[config.mk]
export PLATFORM = sky130hd
export DESIGN_NAME = frame_slot_status_manager_core
export DESIGN_NICKNAME = d
export VERILOG_FILES = /design/src/rtl/fssm_pkg.sv /design/src/rtl/fssm_slot_ram.sv /design/src/rtl/frame_slot_status_manager_core.sv
export SDC_FILE = /design/constraint.sdc
export NUM_CORES = 1
export LEC_CHECK = 0
export ABC_CLOCK_PERIOD_IN_PS = 6490
export BUFFER_PORTS_ARGS = -buffer_cell sky130_fd_sc_hd__buf_2
export CORE_MARGIN = 8
export CORE_UTILIZATION = 35
export CTS_CLUSTER_DIAMETER = 30
export DETAILED_ROUTE_END_ITERATION = 10
export GPL_TIMING_DRIVEN = 0
export PLACE_DENSITY = 0.61
export SYNTH_ARGS = -nofsm -noshare
export SYNTH_HDL_FRONTEND = slang
export SYNTH_SLANG_ARGS = --single-unit
[constraint.sdc]
create_clock -name aclk -period 6.49 [get_ports aclk]
set_input_delay 0.3245 -clock aclk [delete_from_list [all_inputs] [get_ports aclk]]
set_output_delay 0.3245 -clock aclk [all_outputs]
set_load 0.1 [all_outputs]
[src/rtl/fssm_pkg.sv]
// fssm_pkg: shared types, codes and helpers of the frame slot status manager
// used by the core and by the slot state memory
// no dependencies
package fssm_pkg;

    // field and register widths
    localparam int OPCODE_W      = 2;
    localparam int SLOT_IDX_W    = 4;
    localparam int STATUS_W      = 2;
    localparam int CNT_W         = 5;
    localparam int BUF_COUNT_MAX = (1 << CNT_W) - 1;

    localparam logic [CNT_W-1:0] BUF_COUNT_RESET = 5'd16;

    // per-slot status as held in the memory
    typedef enum logic [1:0] {
        SLOT_FREE          = 2'd0,
        SLOT_WITH_PRODUCER = 2'd1,
        SLOT_READY         = 2'd2,
        SLOT_TRANSMITTING  = 2'd3
    } slot_state_t;

    typedef enum logic [OPCODE_W-1:0] {
        OP_PROD_ACQUIRE = 2'd0,
        OP_PROD_SUBMIT  = 2'd1,
        OP_CONS_ACQUIRE = 2'd2,
        OP_CONS_RELEASE = 2'd3
    } opcode_t;

    typedef enum logic [STATUS_W-1:0] {
        STATUS_OK   = 2'd0,
        STATUS_NONE = 2'd1,
        STATUS_BAD  = 2'd2
    } status_t;

    typedef enum logic [1:0] {
        FSM_IDLE,
        FSM_SCAN,
        FSM_DONE
    } fsm_state_t;

    // slot status an operation looks for
    function automatic slot_state_t wanted_state(opcode_t op);
        slot_state_t s;
        case (op)
            OP_PROD_ACQUIRE: s = SLOT_FREE;
            OP_PROD_SUBMIT:  s = SLOT_WITH_PRODUCER;
            OP_CONS_ACQUIRE: s = SLOT_READY;
            OP_CONS_RELEASE: s = SLOT_TRANSMITTING;
            default:         s = SLOT_FREE;
        endcase
        return s;
    endfunction

    // slot status after a successful operation
    function automatic slot_state_t moved_state(opcode_t op);
        slot_state_t s;
        case (op)
            OP_PROD_ACQUIRE: s = SLOT_WITH_PRODUCER;
            OP_PROD_SUBMIT:  s = SLOT_READY;
            OP_CONS_ACQUIRE: s = SLOT_TRANSMITTING;
            OP_CONS_RELEASE: s = SLOT_FREE;
            default:         s = SLOT_FREE;
        endcase
        return s;
    endfunction

    function automatic logic is_acquire(opcode_t op);
        return (op == OP_PROD_ACQUIRE) || (op == OP_CONS_ACQUIRE);
    endfunction

endpackage

[src/rtl/fssm_slot_ram.sv]
// fssm_slot_ram: slot status memory, one write and one registered read port
// entries never written since reset read as free through per-entry valid bits
// depends on fssm_pkg
module fssm_slot_ram #(
    parameter int DEPTH = 16,
    localparam int AW = $clog2(DEPTH)
) (
    input  logic                  clk,
    input  logic                  rst_n,
    input  logic                  rd_en,
    input  logic [AW-1:0]         rd_addr,
    output fssm_pkg::slot_state_t rd_state,
    input  logic                  wr_en,
    input  logic [AW-1:0]         wr_addr,
    input  fssm_pkg::slot_state_t wr_state
);
    import fssm_pkg::*;

    slot_state_t       mem [DEPTH];
    logic [DEPTH-1:0]  vld_reg;
    slot_state_t       rd_data_reg;
    logic              rd_vld_reg;

    // written flags, cleared at reset
    always_ff @(posedge clk) begin
        if (!rst_n) begin
            vld_reg <= '0;
        end else if (wr_en) begin
            vld_reg[wr_addr] <= 1'b1;
        end
    end

    // write port
    always_ff @(posedge clk) begin
        if (wr_en) begin
            mem[wr_addr] <= wr_state;
        end
    end

    // registered read port
    always_ff @(posedge clk) begin
        if (rd_en) begin
            rd_data_reg <= mem[rd_addr];
            rd_vld_reg  <= vld_reg[rd_addr];
        end
    end

    assign rd_state = rd_vld_reg ? rd_data_reg : SLOT_FREE;

endmodule

[src/rtl/frame_slot_status_manager_core.sv]
// frame_slot_status_manager_core: top level of the frame slot status manager
// depends on fssm_pkg and fssm_slot_ram
// Slot states live in a one-read, one-write memory with a registered read port,
// scanned one entry per cycle. The block works on one operation at a time. Submit and
// release read their one slot in the scan state, then go to done; an index at or beyond
// the slot count goes straight to done without a read. An acquire scans the ring from
// its pointer until it finds a slot in the wanted state or has checked count slots,
// count being the effective buffer_count. The result sits in an output register, so a new
// operation is taken while the previous result still waits. After reset all slots read
// as free at once; there is no clearing pass.
module frame_slot_status_manager_core #(
    parameter int MAX_SLOTS = 16
) (
    input  logic                            aclk,
    input  logic                            aresetn,
    // configuration write channel
    input  logic                            cfg_valid,
    output logic                            cfg_ready,
    input  logic [fssm_pkg::CNT_W-1:0]      cfg_data,
    // operation channel
    input  logic                            s_valid,
    output logic                            s_ready,
    input  logic [fssm_pkg::OPCODE_W-1:0]   s_opcode,
    input  logic [fssm_pkg::SLOT_IDX_W-1:0] s_slot_index,
    // result channel
    output logic                            m_valid,
    input  logic                            m_ready,
    output logic [fssm_pkg::STATUS_W-1:0]   m_status,
    output logic [fssm_pkg::SLOT_IDX_W-1:0] m_granted_slot
);
    import fssm_pkg::*;

    localparam int EFF_MAX = (MAX_SLOTS < BUF_COUNT_MAX) ? MAX_SLOTS : BUF_COUNT_MAX;
    localparam int SLOT_W  = $clog2(EFF_MAX);
    localparam int AW      = $clog2(MAX_SLOTS);

    localparam logic [CNT_W-1:0] CNT_MAX = CNT_W'(EFF_MAX);

    // effective slot count for a written buffer_count
    function automatic logic [CNT_W-1:0] eff_count(logic [CNT_W-1:0] bc);
        logic [CNT_W-1:0] c;
        c = bc;
        if (c == '0) c = CNT_W'(1);
        if (c > CNT_MAX) c = CNT_MAX;
        return c;
    endfunction

    // next slot on the ring
    function automatic logic [SLOT_W-1:0] ring_next(logic [SLOT_W-1:0] i,
                                                    logic [CNT_W-1:0]  cnt);
        logic [CNT_W-1:0] n;
        n = CNT_W'(i) + CNT_W'(1);
        return (n >= cnt) ? '0 : SLOT_W'(n);
    endfunction

    fsm_state_t          state_reg, state_next;
    opcode_t             op_reg, op_next;
    logic [SLOT_IDX_W-1:0] idx_reg, idx_next;
    logic [CNT_W-1:0]    lim_reg, lim_next;
    logic [SLOT_W-1:0]   iss_addr_reg, iss_addr_next;
    logic [CNT_W-1:0]    iss_cnt_reg, iss_cnt_next;
    logic [CNT_W-1:0]    chk_cnt_reg, chk_cnt_next;
    logic                pend_reg, pend_next;
    logic [SLOT_W-1:0]   pend_addr_reg, pend_addr_next;
    logic                hit_reg, hit_next;
    logic [SLOT_W-1:0]   hit_addr_reg, hit_addr_next;
    logic [SLOT_W-1:0]   prod_ptr_reg, prod_ptr_next;
    logic [SLOT_W-1:0]   cons_ptr_reg, cons_ptr_next;
    logic [CNT_W-1:0]    cnt_reg, cnt_next;
    logic                m_valid_reg, m_valid_next;
    status_t             m_status_reg, m_status_next;
    logic [SLOT_IDX_W-1:0] m_slot_reg, m_slot_next;

    logic                rd_en;
    logic [AW-1:0]       rd_addr;
    slot_state_t         rd_state;
    logic                wr_en;
    logic [AW-1:0]       wr_addr;
    slot_state_t         wr_state;

    // operation decode at the input
    opcode_t             in_op;
    logic                in_acq;
    logic [SLOT_W-1:0]   in_ptr;
    logic                in_idx_ok;

    assign in_op     = opcode_t'(s_opcode);
    assign in_acq    = is_acquire(in_op);
    assign in_ptr    = (in_op == OP_CONS_ACQUIRE) ? cons_ptr_reg : prod_ptr_reg;
    assign in_idx_ok = CNT_W'(s_slot_index) < cnt_reg;

    assign cfg_ready      = 1'b1;
    assign s_ready        = (state_reg == FSM_IDLE);
    assign m_valid        = m_valid_reg;
    assign m_status       = m_status_reg;
    assign m_granted_slot = m_slot_reg;

    fssm_slot_ram #(
        .DEPTH (MAX_SLOTS)
    ) u_slot_ram (
        .clk      (aclk),
        .rst_n    (aresetn),
        .rd_en    (rd_en),
        .rd_addr  (rd_addr),
        .rd_state (rd_state),
        .wr_en    (wr_en),
        .wr_addr  (wr_addr),
        .wr_state (wr_state)
    );

    // control registers
    always_ff @(posedge aclk) begin
        if (!aresetn) begin
            state_reg    <= FSM_IDLE;
            pend_reg     <= 1'b0;
            hit_reg      <= 1'b0;
            prod_ptr_reg <= '0;
            cons_ptr_reg <= '0;
            cnt_reg      <= eff_count(BUF_COUNT_RESET);
            m_valid_reg  <= 1'b0;
        end else begin
            state_reg    <= state_next;
            pend_reg     <= pend_next;
            hit_reg      <= hit_next;
            prod_ptr_reg <= prod_ptr_next;
            cons_ptr_reg <= cons_ptr_next;
            cnt_reg      <= cnt_next;
            m_valid_reg  <= m_valid_next;
        end
    end

    // payload registers
    always_ff @(posedge aclk) begin
        op_reg        <= op_next;
        idx_reg       <= idx_next;
        lim_reg       <= lim_next;
        iss_addr_reg  <= iss_addr_next;
        iss_cnt_reg   <= iss_cnt_next;
        chk_cnt_reg   <= chk_cnt_next;
        pend_addr_reg <= pend_addr_next;
        hit_addr_reg  <= hit_addr_next;
        m_status_reg  <= m_status_next;
        m_slot_reg    <= m_slot_next;
    end

    // sequencer: start, scan with one read in flight, finish with write-back
    always_comb begin
        state_next     = state_reg;
        op_next        = op_reg;
        idx_next       = idx_reg;
        lim_next       = lim_reg;
        iss_addr_next  = iss_addr_reg;
        iss_cnt_next   = iss_cnt_reg;
        chk_cnt_next   = chk_cnt_reg;
        pend_next      = 1'b0;
        pend_addr_next = iss_addr_reg;
        hit_next       = hit_reg;
        hit_addr_next  = hit_addr_reg;
        prod_ptr_next  = prod_ptr_reg;
        cons_ptr_next  = cons_ptr_reg;
        cnt_next       = cnt_reg;
        m_valid_next   = m_valid_reg && !m_ready;
        m_status_next  = m_status_reg;
        m_slot_next    = m_slot_reg;
        rd_en          = 1'b0;
        rd_addr        = AW'(iss_addr_reg);
        wr_en          = 1'b0;
        wr_addr        = AW'(hit_addr_reg);
        wr_state       = moved_state(op_reg);

        // configuration write
        if (cfg_valid) begin
            cnt_next = eff_count(cfg_data);
        end

        case (state_reg)
            FSM_IDLE: begin
                if (s_valid) begin
                    op_next      = in_op;
                    idx_next     = s_slot_index;
                    iss_cnt_next = '0;
                    chk_cnt_next = '0;
                    hit_next     = 1'b0;
                    if (in_acq) begin
                        lim_next      = cnt_reg;
                        iss_addr_next = (CNT_W'(in_ptr) >= cnt_reg) ? '0 : in_ptr;
                        state_next    = FSM_SCAN;
                    end else begin
                        lim_next      = CNT_W'(1);
                        iss_addr_next = SLOT_W'(s_slot_index);
                        state_next    = in_idx_ok ? FSM_SCAN : FSM_DONE;
                    end
                end
            end

            FSM_SCAN: begin
                // issue the next read while slots remain
                if (iss_cnt_reg < lim_reg) begin
                    rd_en          = 1'b1;
                    pend_next      = 1'b1;
                    iss_addr_next  = ring_next(iss_addr_reg, cnt_reg);
                    iss_cnt_next   = iss_cnt_reg + CNT_W'(1);
                end
                // check the slot read last cycle
                if (pend_reg) begin
                    if (rd_state == wanted_state(op_reg)) begin
                        hit_next      = 1'b1;
                        hit_addr_next = pend_addr_reg;
                        state_next    = FSM_DONE;
                    end else begin
                        chk_cnt_next = chk_cnt_reg + CNT_W'(1);
                        if (chk_cnt_next == lim_reg) begin
                            state_next = FSM_DONE;
                        end
                    end
                end
            end

            FSM_DONE: begin
                if (!m_valid_reg || m_ready) begin
                    m_valid_next = 1'b1;
                    if (hit_reg) begin
                        m_status_next = STATUS_OK;
                    end else if (is_acquire(op_reg)) begin
                        m_status_next = STATUS_NONE;
                    end else begin
                        m_status_next = STATUS_BAD;
                    end
                    if (is_acquire(op_reg)) begin
                        m_slot_next = hit_reg ? SLOT_IDX_W'(hit_addr_reg) : '0;
                    end else begin
                        m_slot_next = idx_reg;
                    end
                    // write back the moved slot on a hit and, for an acquire, advance its ring pointer
                    wr_en = hit_reg;
                    if (hit_reg && (op_reg == OP_PROD_ACQUIRE)) begin
                        prod_ptr_next = ring_next(hit_addr_reg, cnt_reg);
                    end
                    if (hit_reg && (op_reg == OP_CONS_ACQUIRE)) begin
                        cons_ptr_next = ring_next(hit_addr_reg, cnt_reg);
                    end
                    state_next = FSM_IDLE;
                end
            end

            default: begin
                state_next = FSM_IDLE;
            end
        endcase
    end

endmodule

==> impl_metrics.py, run 1 <==
metrics = {
    "outcome": {
        "status": "finished, final reports clean",
    },
    "logic_synthesis": {
        "synth_area_leader_cell": "edfxtp_1",
        "synthCells": 403,
        "synth_area_per_cell_um2": 12.7,
        "ys_warn_count": 0,
        "synth_area_leaders": "edfxtp_1 41%, dfxtp_1 15%, ha_1 7.8%, mux4_1 4.6%, and2_1 2.8%",
        "synth_common_cells": "70 x edfxtp_1, 38 x dfxtp_1, 32 x ha_1",
        "yosysMostFrequentCell": "edfxtp_1",
        "ys_seq_area_share_pct": 56.0,
        "ys_types": 45,
        "syn-cell-area_um2": 5120,
        "synth_flop_cell": "edfxtp_1",
        "synthArstFlopShare_pct": 0,
        "synthesis.nets": 451,
        "synth_edf_count": 70,
        "synth-seq-cells": 108,
        "synth_top_area_share_pct": 41.1,
    },
    "pwr": {
        "ir_worst_vdd_uv": 144,
        "power_per_cell_area_nw_per_um2": 376,
        "p_leak_nw": 2.21,
    },
    "detailed_routing": {
        "first_iter_violations": 224,
        "wl_per_cell_um": 17.2,
        "totalWireLength_um": 10700,
        "vias": 3161,
        "via_per_inst": 5.07,
        "drtPass1Iterations": 4,
        "drc": 0,
        "postRouteAntennaNets": 0,
    },
    "cts": {
        "cts_tree": "built",
        "cts_made_buffers": 9,
        "clk_path_buf_depth": 2,
        "postCtsSetupRepairBufs": 0,
        "cts_sinks": 108,
        "holdBufCountCts": 0,
        "clk_pin_slew_worst_paths_ps": 80,
        "htree_levels": 3,
        "root_buffer": "clkbuf_16",
        "cts_resized": 0,
        "clkLatencyLatePin_ps": 340,
    },
    "timing": {
        "period_minus_slack_ps": 2660,
        "tightestPinTransition_ps": 809,
        "clock_skew_ps": 7.88,
        "hold_viol_final": 0,
        "grt_setup_unrepaired": "no",
        "slew_headroom_pct": 45.6,
        "fin_crit_sh_pct": 41.0,
        "fmax_mhz": 376,
        "layout_setup_ws_ps": 3830,
        "drv_slew": 0,
        "holdWs_ps": 205,
        "tns_ps": 0,
        "setup_viol": 0,
    },
    "final_layout": {
        "antenna_cells": 0,
        "fillers": 1344,
        "areaGrowthSynthToFinish_pct": 12.7,
        "final_nets": 483,
        "layout.cells.non_filler": 624,
        "largest_reg_flops": 32,
        "drive_gt1_share_pct": 12.3,
        "fin_area_um2": 5770,
    },
    "global_route": {
        "antenna_found_initial": 0,
        "overflow": 0,
        "grt_use_total_pct": 12.1,
        "grt_pass1_vias": 3303,
        "grt_max_degree": 18,
        "grt_pass1_wl_um": 17400,
    },
    "placed_design": {
        "pre_cts_ws_ps": 3720,
        "portBuffers": 21,
        "place.gp.congestion": 0.807,
        "hpwl_um": 7870,
        "place_inst": 608,
        "place_area_um2": 5450,
    },
    "floorplanning": {
        "die_w_um": 137,
        "dieArea_um2": 18700,
        "rows": 44,
        "ios": 25,
        "coreArea_um2": 14400,
        "fp.dieH_um": 137,
        "start_util_pct": 35.5,
    },
    "worst_setup_path": {
        "end_kind": "flip-flop",
        "crit_required_ps": 6650,
        "cp_max_fo": 10,
        "slowest_delay_ps": 520,
        "crit_chain": "buf_1 > nand3_1 > xnor2_1 > ha_1 > a211oi_1 > o21ai_0 > a22oi_1",
        "crit_slowest_cell": "edfxtp_1",
        "start_kind": "flip-flop",
        "critPathKind": "flip-flop to flip-flop",
        "cp_num_buf_inv": 1,
        "cp_top_family": "compound AO/OA/AOI/OAI gates",
        "critPathArrivalTime_ps": 2820,
    },
    "flow_run": {
        "maxCapViolCount": 0,
    },
    "hold_path": {
        "hold_class": "input port to flip-flop",
    },
}
## layout make-up
type                       instances  area, µm²  area share [%]
clock inverter                     6       86.3            1.50
clock buffer                      10        229            3.97
multi-input combinational        262       2100            36.4
sequential                       108       2860            49.6
timing repair buffer              21        105            1.82
tap                              184        230            3.99
inverter                          17       63.8            1.11
buffer                            16       88.8            1.54
## cell usage in the layout, fill, tap and decap left out, types with 10 or more instances in the layout
| cell | synthesis | layout |
|---|---|---|
| and2_1 | 23 | 23 |
| buf_2 | 0 | 21 |
| clkbuf_1 | 9 | 10 |
| dfxtp_1 | 38 | 38 |
| edfxtp_1 | 70 | 70 |
| ha_1 | 32 | 32 |
| inv_1 | 17 | 17 |
| nand2_1 | 24 | 24 |
| nand2b_1 | 10 | 10 |
| nand3_1 | 15 | 15 |
| nor2_1 | 25 | 25 |
| o21a_1 | 17 | 17 |
| o21ai_0 | 11 | 11 |
| xor2_1 | 11 | 11 |
## metrics by stage
stage               power, mW  util, %
detailed placement       1.60     37.8
floorplan                1.43        -
finish                   2.17     40.0
global route             2.28     40.0
global placement         1.57     37.8
CTS                      2.18     40.0
## metal layers
metal | GRT usage, % | up-vias | routed length (µm)
li1 | - | 1542 | -
met1 | 15.5 | 1545 | 5020
met2 | 19.1 | 55 | 4940
met3 | 2.75 | 19 | 481
met4 | 5.49 | 0 | 261
met5 | 0 | - | 0
## report_power, final
group          internal, mW  leakage (nW)  switching [mW]
logic                 0.252          1.09           0.379
clock network         0.339         0.153           0.248
registers             0.880         0.962          0.0705
total                  1.47          2.21           0.697
## worst reg2reg max path, stage by stage, from the launching register on
cell and delay [ps]:
edfxtp_1 520, buf_1 510, nand3_1 190, xnor2_1 250, ha_1 270, a211oi_1 340
o21ai_0 180, a22oi_1 220
## final timing paths
| path | start | to | slack [ps] | cells after the start |
|---|---|---|---|---|
| worst max-delay path | iss_addr_reg[1]$_DFFE_PP_ | iss_addr_reg[2]$_DFFE_PP_ | 3830 | 7 |
| worst min-delay path | s_slot_index[2] | idx_reg[2]$_DFFE_PP_ | 210 | 1 |
| worst max register to register | iss_addr_reg[1]$_DFFE_PP_ | iss_addr_reg[2]$_DFFE_PP_ | 3830 | 7 |
| worst min register to register | iss_addr_reg[2]$_DFFE_PP_ | pend_addr_reg[2]$_DFF_P_ | 370 | 0 |
## cell families after synthesis
family                     synth area share [%]
and+or+nand+nor                            11.4
DFF                                        56.0
AOI/OAI and AO/OA                          9.95
buffers and inverters                      2.98
adders and majority gates                  7.83
muxes                                      8.71
xor gates and xnor gates                   3.08
other                                    0.0733
(Power assumes the default switching activity.)
==> inputs of run 2 (changes only) <==
- ABC_CLOCK_PERIOD_IN_PS: 6490 -> 2500
- clock period: 6.49 -> 2.5 ns (I/O delays scaled with it)
==> run 2 against run 1 <==
Effect of this change: sequential power grew to 2.6 times the previous value; die area unchanged; largest cell class unchanged; worst setup slack worse by 3700 ps; critical endpoint is now iss_addr_reg[3]$_DFFE_PP_; fmax rose by 11%.
==> impl_metrics.py, run 2 (same netlist as run 1, synthesis figures left out) <==
metrics = {
    "pwr": {
        "p_comb_share_pct": 29.8,
        "power_per_cell_area_nw_per_um2": 961,
        "swShare_pct": 32.4,
        "p_leak_nw": 2.22,
        "p_clk_share_pct": 26.0,
        "ir_worst_vdd_uv": 387,
        "p_int_mw": 3.77,
        "p_switching_mw": 1.81,
        "finalPower_mw": 5.58,
        "p_seq_share_pct": 44.2,
    },
    "worst_setup_path": {
        "cp_top_family": "compound AO/OA/AOI/OAI gates",
        "cp_max_fo": 4,
        "critPathKind": "flip-flop to flip-flop",
        "start_kind": "flip-flop",
        "path_common_cell": "a21o_1",
        "crit_required_ps": 2660,
        "critPathArrivalTime_ps": 2550,
        "crit_slowest_cell": "a211o_1",
        "slowest_delay_ps": 340,
        "cp_num_buf_inv": 0,
        "end_kind": "flip-flop",
        "crit_chain": "mux2i_1 > ha_1 > nand2b_1 > a21o_1 > a21o_1 > a211o_1 > a21bo_2 > a22oi_1",
    },
    "timing": {
        "fin_crit_sh_pct": 95.6,
        "fmax_mhz": 418,
        "tns_ps": 0,
        "tightestPinTransition_ps": 783,
        "setup_viol": 0,
        "period_minus_slack_ps": 2390,
        "slew_headroom_pct": 47.3,
        "holdWs_ps": 13.0,
        "clock_skew_ps": 11.0,
        "grt_setup_unrepaired": "no",
        "layout_setup_ws_ps": 110,
        "drv_slew": 0,
        "hold_viol_final": 0,
    },
    "detailed_routing": {
        "via_per_inst": 5.01,
        "first_iter_violations": 173,
        "drtPass1Iterations": 4,
        "vias": 3139,
        "totalWireLength_um": 10500,
        "wl_per_cell_um": 16.8,
        "postRouteAntennaNets": 0,
        "drc": 0,
    },
    "final_layout": {
        "drive_gt1_share_pct": 13.1,
        "mostFrequentLayoutCells": "70 x edfxtp_1, 38 x dfxtp_1, 32 x ha_1",
        "final_nets": 486,
        "largest_reg_flops": 32,
        "layout_commonest_cell": "edfxtp_1",
        "antenna_cells": 0,
        "areaGrowthSynthToFinish_pct": 13.4,
        "fin_area_um2": 5800,
    },
    "global_route": {
        "grt_pass1_wl_um": 16600,
        "overflow": 0,
        "grt_use_total_pct": 11.7,
        "antenna_found_initial": 0,
        "grt_pass1_vias": 3159,
        "grt_max_degree": 19,
    },
    "cts": {
        "htree_levels": 3,
        "root_buffer": "clkbuf_16",
        "postCtsSetupRepairBufs": 0,
        "cts_sinks": 108,
        "cts_tree": "built",
        "clk_pin_slew_worst_paths_ps": 80,
        "clk_path_buf_depth": 2,
        "cts_made_buffers": 9,
        "clkLatencyLatePin_ps": 350,
    },
    "floorplanning": {
        "dieArea_um2": 18700,
        "rows": 44,
        "coreArea_um2": 14400,
        "ios": 25,
        "die_w_um": 137,
        "start_util_pct": 35.5,
        "fp.dieH_um": 137,
    },
    "flow_run": {
        "maxCapViolCount": 0,
    },
    "hold_path": {
        "hold_class": "input port to flip-flop",
    },
    "placed_design": {
        "portBuffers": 21,
        "place_area_um2": 5450,
        "place.gp.congestion": 0.795,
        "hpwl_um": 7910,
        "pre_cts_ws_ps": -67.3,
    },
    "outcome": {
        "status": "finished, final reports clean",
    },
}
## run 2: metrics by stage
stage / utilization [%] / std cells
2_1_floorplan: - / 403
3_3_place_gp: 37.8 / 608
3_5_place_dp: 37.8 / 608
4_1_cts: 40.0 / 625
5_1_grt: 40.2 / 627
6_report: 40.2 / 627
## run 2: worst register-to-register path: cells and delay by family (launching register included)
kind                     cells  cell delay (ps)
adder cells (fa/ha/maj)      1              290
AND/OR/NAND/NOR              1              150
multiplexers                 1              280
AO/OA/AOI/OAI                5             1170
flip-flops                   1              320
## run 2: power groups by stage
stage | sequential, mW | combinational, mW | clock (mW)
4_1_cts | 2.46 | 1.65 | 1.48
3_5_place_dp | 2.51 | 1.63 | 0
2_1_floorplan | 2.55 | 1.17 | 0
6_report | 2.46 | 1.66 | 1.45
5_1_grt | 2.49 | 1.81 | 1.57
3_3_place_gp | 2.50 | 1.58 | 0
## run 2: worst paths after layout
check / endpoint / slack [ps] / startpoint / cells past startpoint
worst max-delay path: iss_addr_reg[3]$_DFFE_PP_ / 110 / prod_ptr_reg[0]$_SDFFE_PN0P_ / 8
worst max register to register: iss_addr_reg[3]$_DFFE_PP_ / 110 / prod_ptr_reg[0]$_SDFFE_PN0P_ / 8
worst min-delay path: idx_reg[2]$_DFFE_PP_ / 10 / s_slot_index[2] / 1
worst min register to register: pend_addr_reg[2]$_DFF_P_ / 370 / iss_addr_reg[2]$_DFFE_PP_ / 0
## run 2: final cells by class
type | instances | area, µm²
Timing Repair Buffer | 24 | 135
Clock buffer | 10 | 239
Fill cell | 1341 | 8620
Inverter | 17 | 63.8
Multi-Input combinational cell | 262 | 2110
Buffer | 16 | 90.1
Sequential cell | 108 | 2860
Tap cell | 184 | 230
Clock inverter | 6 | 70.1
## run 2: repair_timing
item / 4_1_cts / 5_1_grt
setup endpoints to repair: 3 / 11
gates resized for setup: 1 / 2
hold endpoints to repair: 1 / 2
hold buffers: 1 / 2
## run 2: per-layer routing
metal	up-vias	routed length, µm	GRT usage (%)
met3	12	421	2.46
met1	1526	4820	14.7
li1	1552	-	-
met2	49	5100	19.5
met4	0	178	4.16
met5	-	0	0
==> inputs of run 3 (changes only) <==
- ABC_AREA: default -> 1
- SETUP_SLACK_MARGIN: default -> 0.05
==> run 3 against run 2 <==
Effect of this change: total power grew 18%; clock skew decreased by 2.0 ps; register-to-register slack improved by 180 ps; wire length increased by 16%; combinational power is 47% higher; synthesized area up 4.6%; critical path type is now input port to flip-flop; highest routed layer unchanged.
==> impl_metrics.py, run 3 <==
metrics = {
    "floorplanning": {
        "dieArea_um2": 19500,
        "ios": 25,
        "die_w_um": 140,
        "rows": 45,
        "coreArea_um2": 15100,
        "fp.dieH_um": 140,
        "start_util_pct": 35.5,
    },
    "worst_setup_path": {
        "r2r_slack_ps": 290,
        "cp_max_fo": 4,
        "critPathArrivalTime_ps": 2360,
        "critPathKind": "input port to flip-flop",
        "start_kind": "input port",
        "end_kind": "flip-flop",
        "worstRegToRegCells": 7,
        "r2r-end": "iss_cnt_reg[0]$_SDFFCE_PN0P_",
        "crit_required_ps": 2630,
        "rr_startpoint": "iss_cnt_reg[4]$_SDFFCE_PN0P_",
    },
    "timing": {
        "tightestPinTransition_ps": 907,
        "clock_skew_ps": 8.97,
        "fmax_mhz": 447,
        "slew_headroom_pct": 39.3,
        "setup_viol": 0,
        "fin_crit_sh_pct": 89.5,
        "period_minus_slack_ps": 2240,
        "holdWs_ps": 22.7,
        "tns_ps": 0,
        "layout_setup_ws_ps": 263,
        "hold_viol_final": 0,
        "drv_slew": 0,
        "grt_setup_unrepaired": "no",
    },
    "placed_design": {
        "hpwl_um": 9140,
        "pre_cts_ws_ps": 141,
        "place.gp.congestion": 0.831,
        "portBuffers": 23,
    },
    "final_layout": {
        "areaGrowthSynthToFinish_pct": 13.8,
        "fillers": 1501,
        "drive_gt1_share_pct": 12.9,
        "antenna_cells": 0,
        "multiInputGateArea_um2": 2140,
        "layout_commonest_cell": "inv_1",
        "seq_area_um2": 2860,
        "largest_reg_flops": 32,
        "mostFrequentLayoutCells": "76 x inv_1, 70 x edfxtp_1, 69 x nor2_1",
        "final_nets": 649,
        "postLayoutCoreUtil_pct": 40.4,
    },
    "global_route": {
        "overflow": 0,
        "antenna_found_initial": 0,
        "grt_pass1_vias": 3999,
        "grt_use_total_pct": 13.2,
        "grt_max_degree": 20,
        "grt_pass1_wl_um": 20400,
    },
    "logic_synthesis": {
        "synth-seq-cells": 108,
        "synthArstFlopShare_pct": 0,
        "synth_edf_count": 70,
        "synth_area_leaders": "edfxtp_1 39%, dfxtp_1 14%, ha_1 7.5%, inv_1 5.3%, nor2_1 4.9%",
        "synthesis.nets": 608,
        "synth_top_area_share_pct": 39.3,
        "ys_types": 36,
        "synth_common_cells": "76 x inv_1, 70 x edfxtp_1, 70 x nor2_1",
        "synth_area_leader_cell": "edfxtp_1",
        "synth_area_per_cell_um2": 9.56,
        "syn-cell-area_um2": 5350,
        "ys_seq_area_share_pct": 53.5,
        "ys_warn_count": 0,
        "yosysMostFrequentCell": "inv_1",
        "synth_flop_cell": "edfxtp_1",
        "synthCells": 560,
    },
    "cts": {
        "clk_pin_slew_worst_paths_ps": 70,
        "cts_sinks": 108,
        "postCtsSetupRepairBufs": 0,
        "root_buffer": "clkbuf_16",
        "htree_levels": 3,
        "cts_made_buffers": 9,
        "clkLatencyLatePin_ps": 360,
        "clk_path_buf_depth": 2,
        "cts_tree": "built",
    },
    "detailed_routing": {
        "first_iter_violations": 276,
        "postRouteAntennaNets": 0,
        "drc": 0,
        "wl_per_cell_um": 15.4,
        "via_per_inst": 4.98,
        "vias": 3957,
        "totalWireLength_um": 12200,
        "drtPass1Iterations": 5,
    },
    "pwr": {
        "p_leak_nw": 2.53,
        "finalPower_mw": 6.57,
        "p_int_mw": 3.90,
        "power_per_cell_area_nw_per_um2": 1080,
        "p_switching_mw": 2.66,
        "p_comb_share_pct": 37.2,
        "p_seq_share_pct": 40.1,
        "swShare_pct": 40.6,
        "ir_worst_vdd_uv": 427,
        "p_clk_share_pct": 22.7,
    },
    "hold_path": {
        "holdPathStages": 3,
        "worstHoldStart": "cfg_data[3]",
        "hold_class": "input port to flip-flop",
        "min_to": "cnt_reg[3]$_SDFFE_PN0P_",
    },
    "flow_run": {
        "maxCapViolCount": 0,
    },
    "outcome": {
        "status": "finished, final reports clean",
    },
}
## run 3: worst max-delay path by stage
| stage | startpoint | end | slack (ps) |
|---|---|---|---|
| 6_report | s_opcode[0] | iss_addr_reg[1]$_DFFE_PP_ | 260 |
| 2_1_floorplan | m_valid$_SDFF_PN0_ | u_slot_ram.mem[1][0]$_DFFE_PP_ | 500 |
| 3_5_place_dp | iss_cnt_reg[4]$_SDFFCE_PN0P_ | iss_cnt_reg[4]$_SDFFCE_PN0P_ | 140 |
| 3_3_place_gp | lim_reg[2]$_SDFFCE_PP0P_ | iss_cnt_reg[3]$_SDFFCE_PN0P_ | 120 |
| 5_1_grt | s_opcode[0] | iss_addr_reg[1]$_DFFE_PP_ | 60 |
| 4_1_cts | iss_cnt_reg[4]$_SDFFCE_PN0P_ | iss_cnt_reg[4]$_SDFFCE_PN0P_ | 130 |
## run 3: cells by family (layout without fill, tap and decap cells)
| logic type | after synthesis | in the layout | share of synthesized area, % |
|---|---|---|---|
| AND/OR/NAND/NOR | 196 | 196 | 17.1 |
| AO/OA/AOI/OAI | 112 | 112 | 11.7 |
| flip-flops | 108 | 108 | 53.5 |
| buffers and inverters | 92 | 138 | 6.71 |
| adder cells (fa/ha/maj) | 32 | 32 | 7.48 |
| multiplexers | 13 | 13 | 2.50 |
| XOR/XNOR | 6 | 6 | 0.982 |
| other | 1 | 1 | 0.0700 |
## run 3: power groups by stage
stage	clock network [mW]	logic, mW	registers (mW)
6_report	1.49	2.44	2.63
5_1_grt	1.59	2.73	2.68
4_1_cts	1.52	2.43	2.63
3_5_place_dp	0	2.41	2.67
3_3_place_gp	0	2.32	2.66
2_1_floorplan	0	1.61	2.82
## run 3: layout make-up
| class | count | area share, % |
|---|---|---|
| Inverter | 79 | 4.95 |
| Clock buffer | 9 | 3.70 |
| Clock inverter | 7 | 1.36 |
| Sequential cell | 108 | 47.0 |
| Tap cell | 188 | 3.86 |
| Timing Repair Buffer | 30 | 3.00 |
| Buffer | 13 | 0.945 |
| Multi-Input combinational cell | 360 | 35.2 |
## run 3: worst max-delay path, cell delays in order
cell and delay (ps):
dlygate4sd3_1 520, buf_2 130, inv_1 80, nand2_2 120, mux2_2 370, ha_1 320
a21oi_1 70, o21ai_0 170, nor2_1 60, o21ai_1 140, o21ai_0 140, nand2_1 70
inv_1 40
## run 3: what timing repair did
item,4_1_cts,5_1_grt
hold buffers,6,0
hold endpoints to repair,6,0
resized for setup,0,6
endpoints found under the setup margin,0,13
## run 3: metal layers
layer	wire, µm	GRT usage, %
met5	0	0
met4	248	5.09
met3	630	3.42
met2	5540	20.6
met1	5790	17.2
## run 3: stage by stage
stage,area (µm²),cells
final,6090,794
after CTS,6080,794
after global placement,5700,771
after detailed placement,5710,772
after floorplan,5350,560
after global routing,6090,794
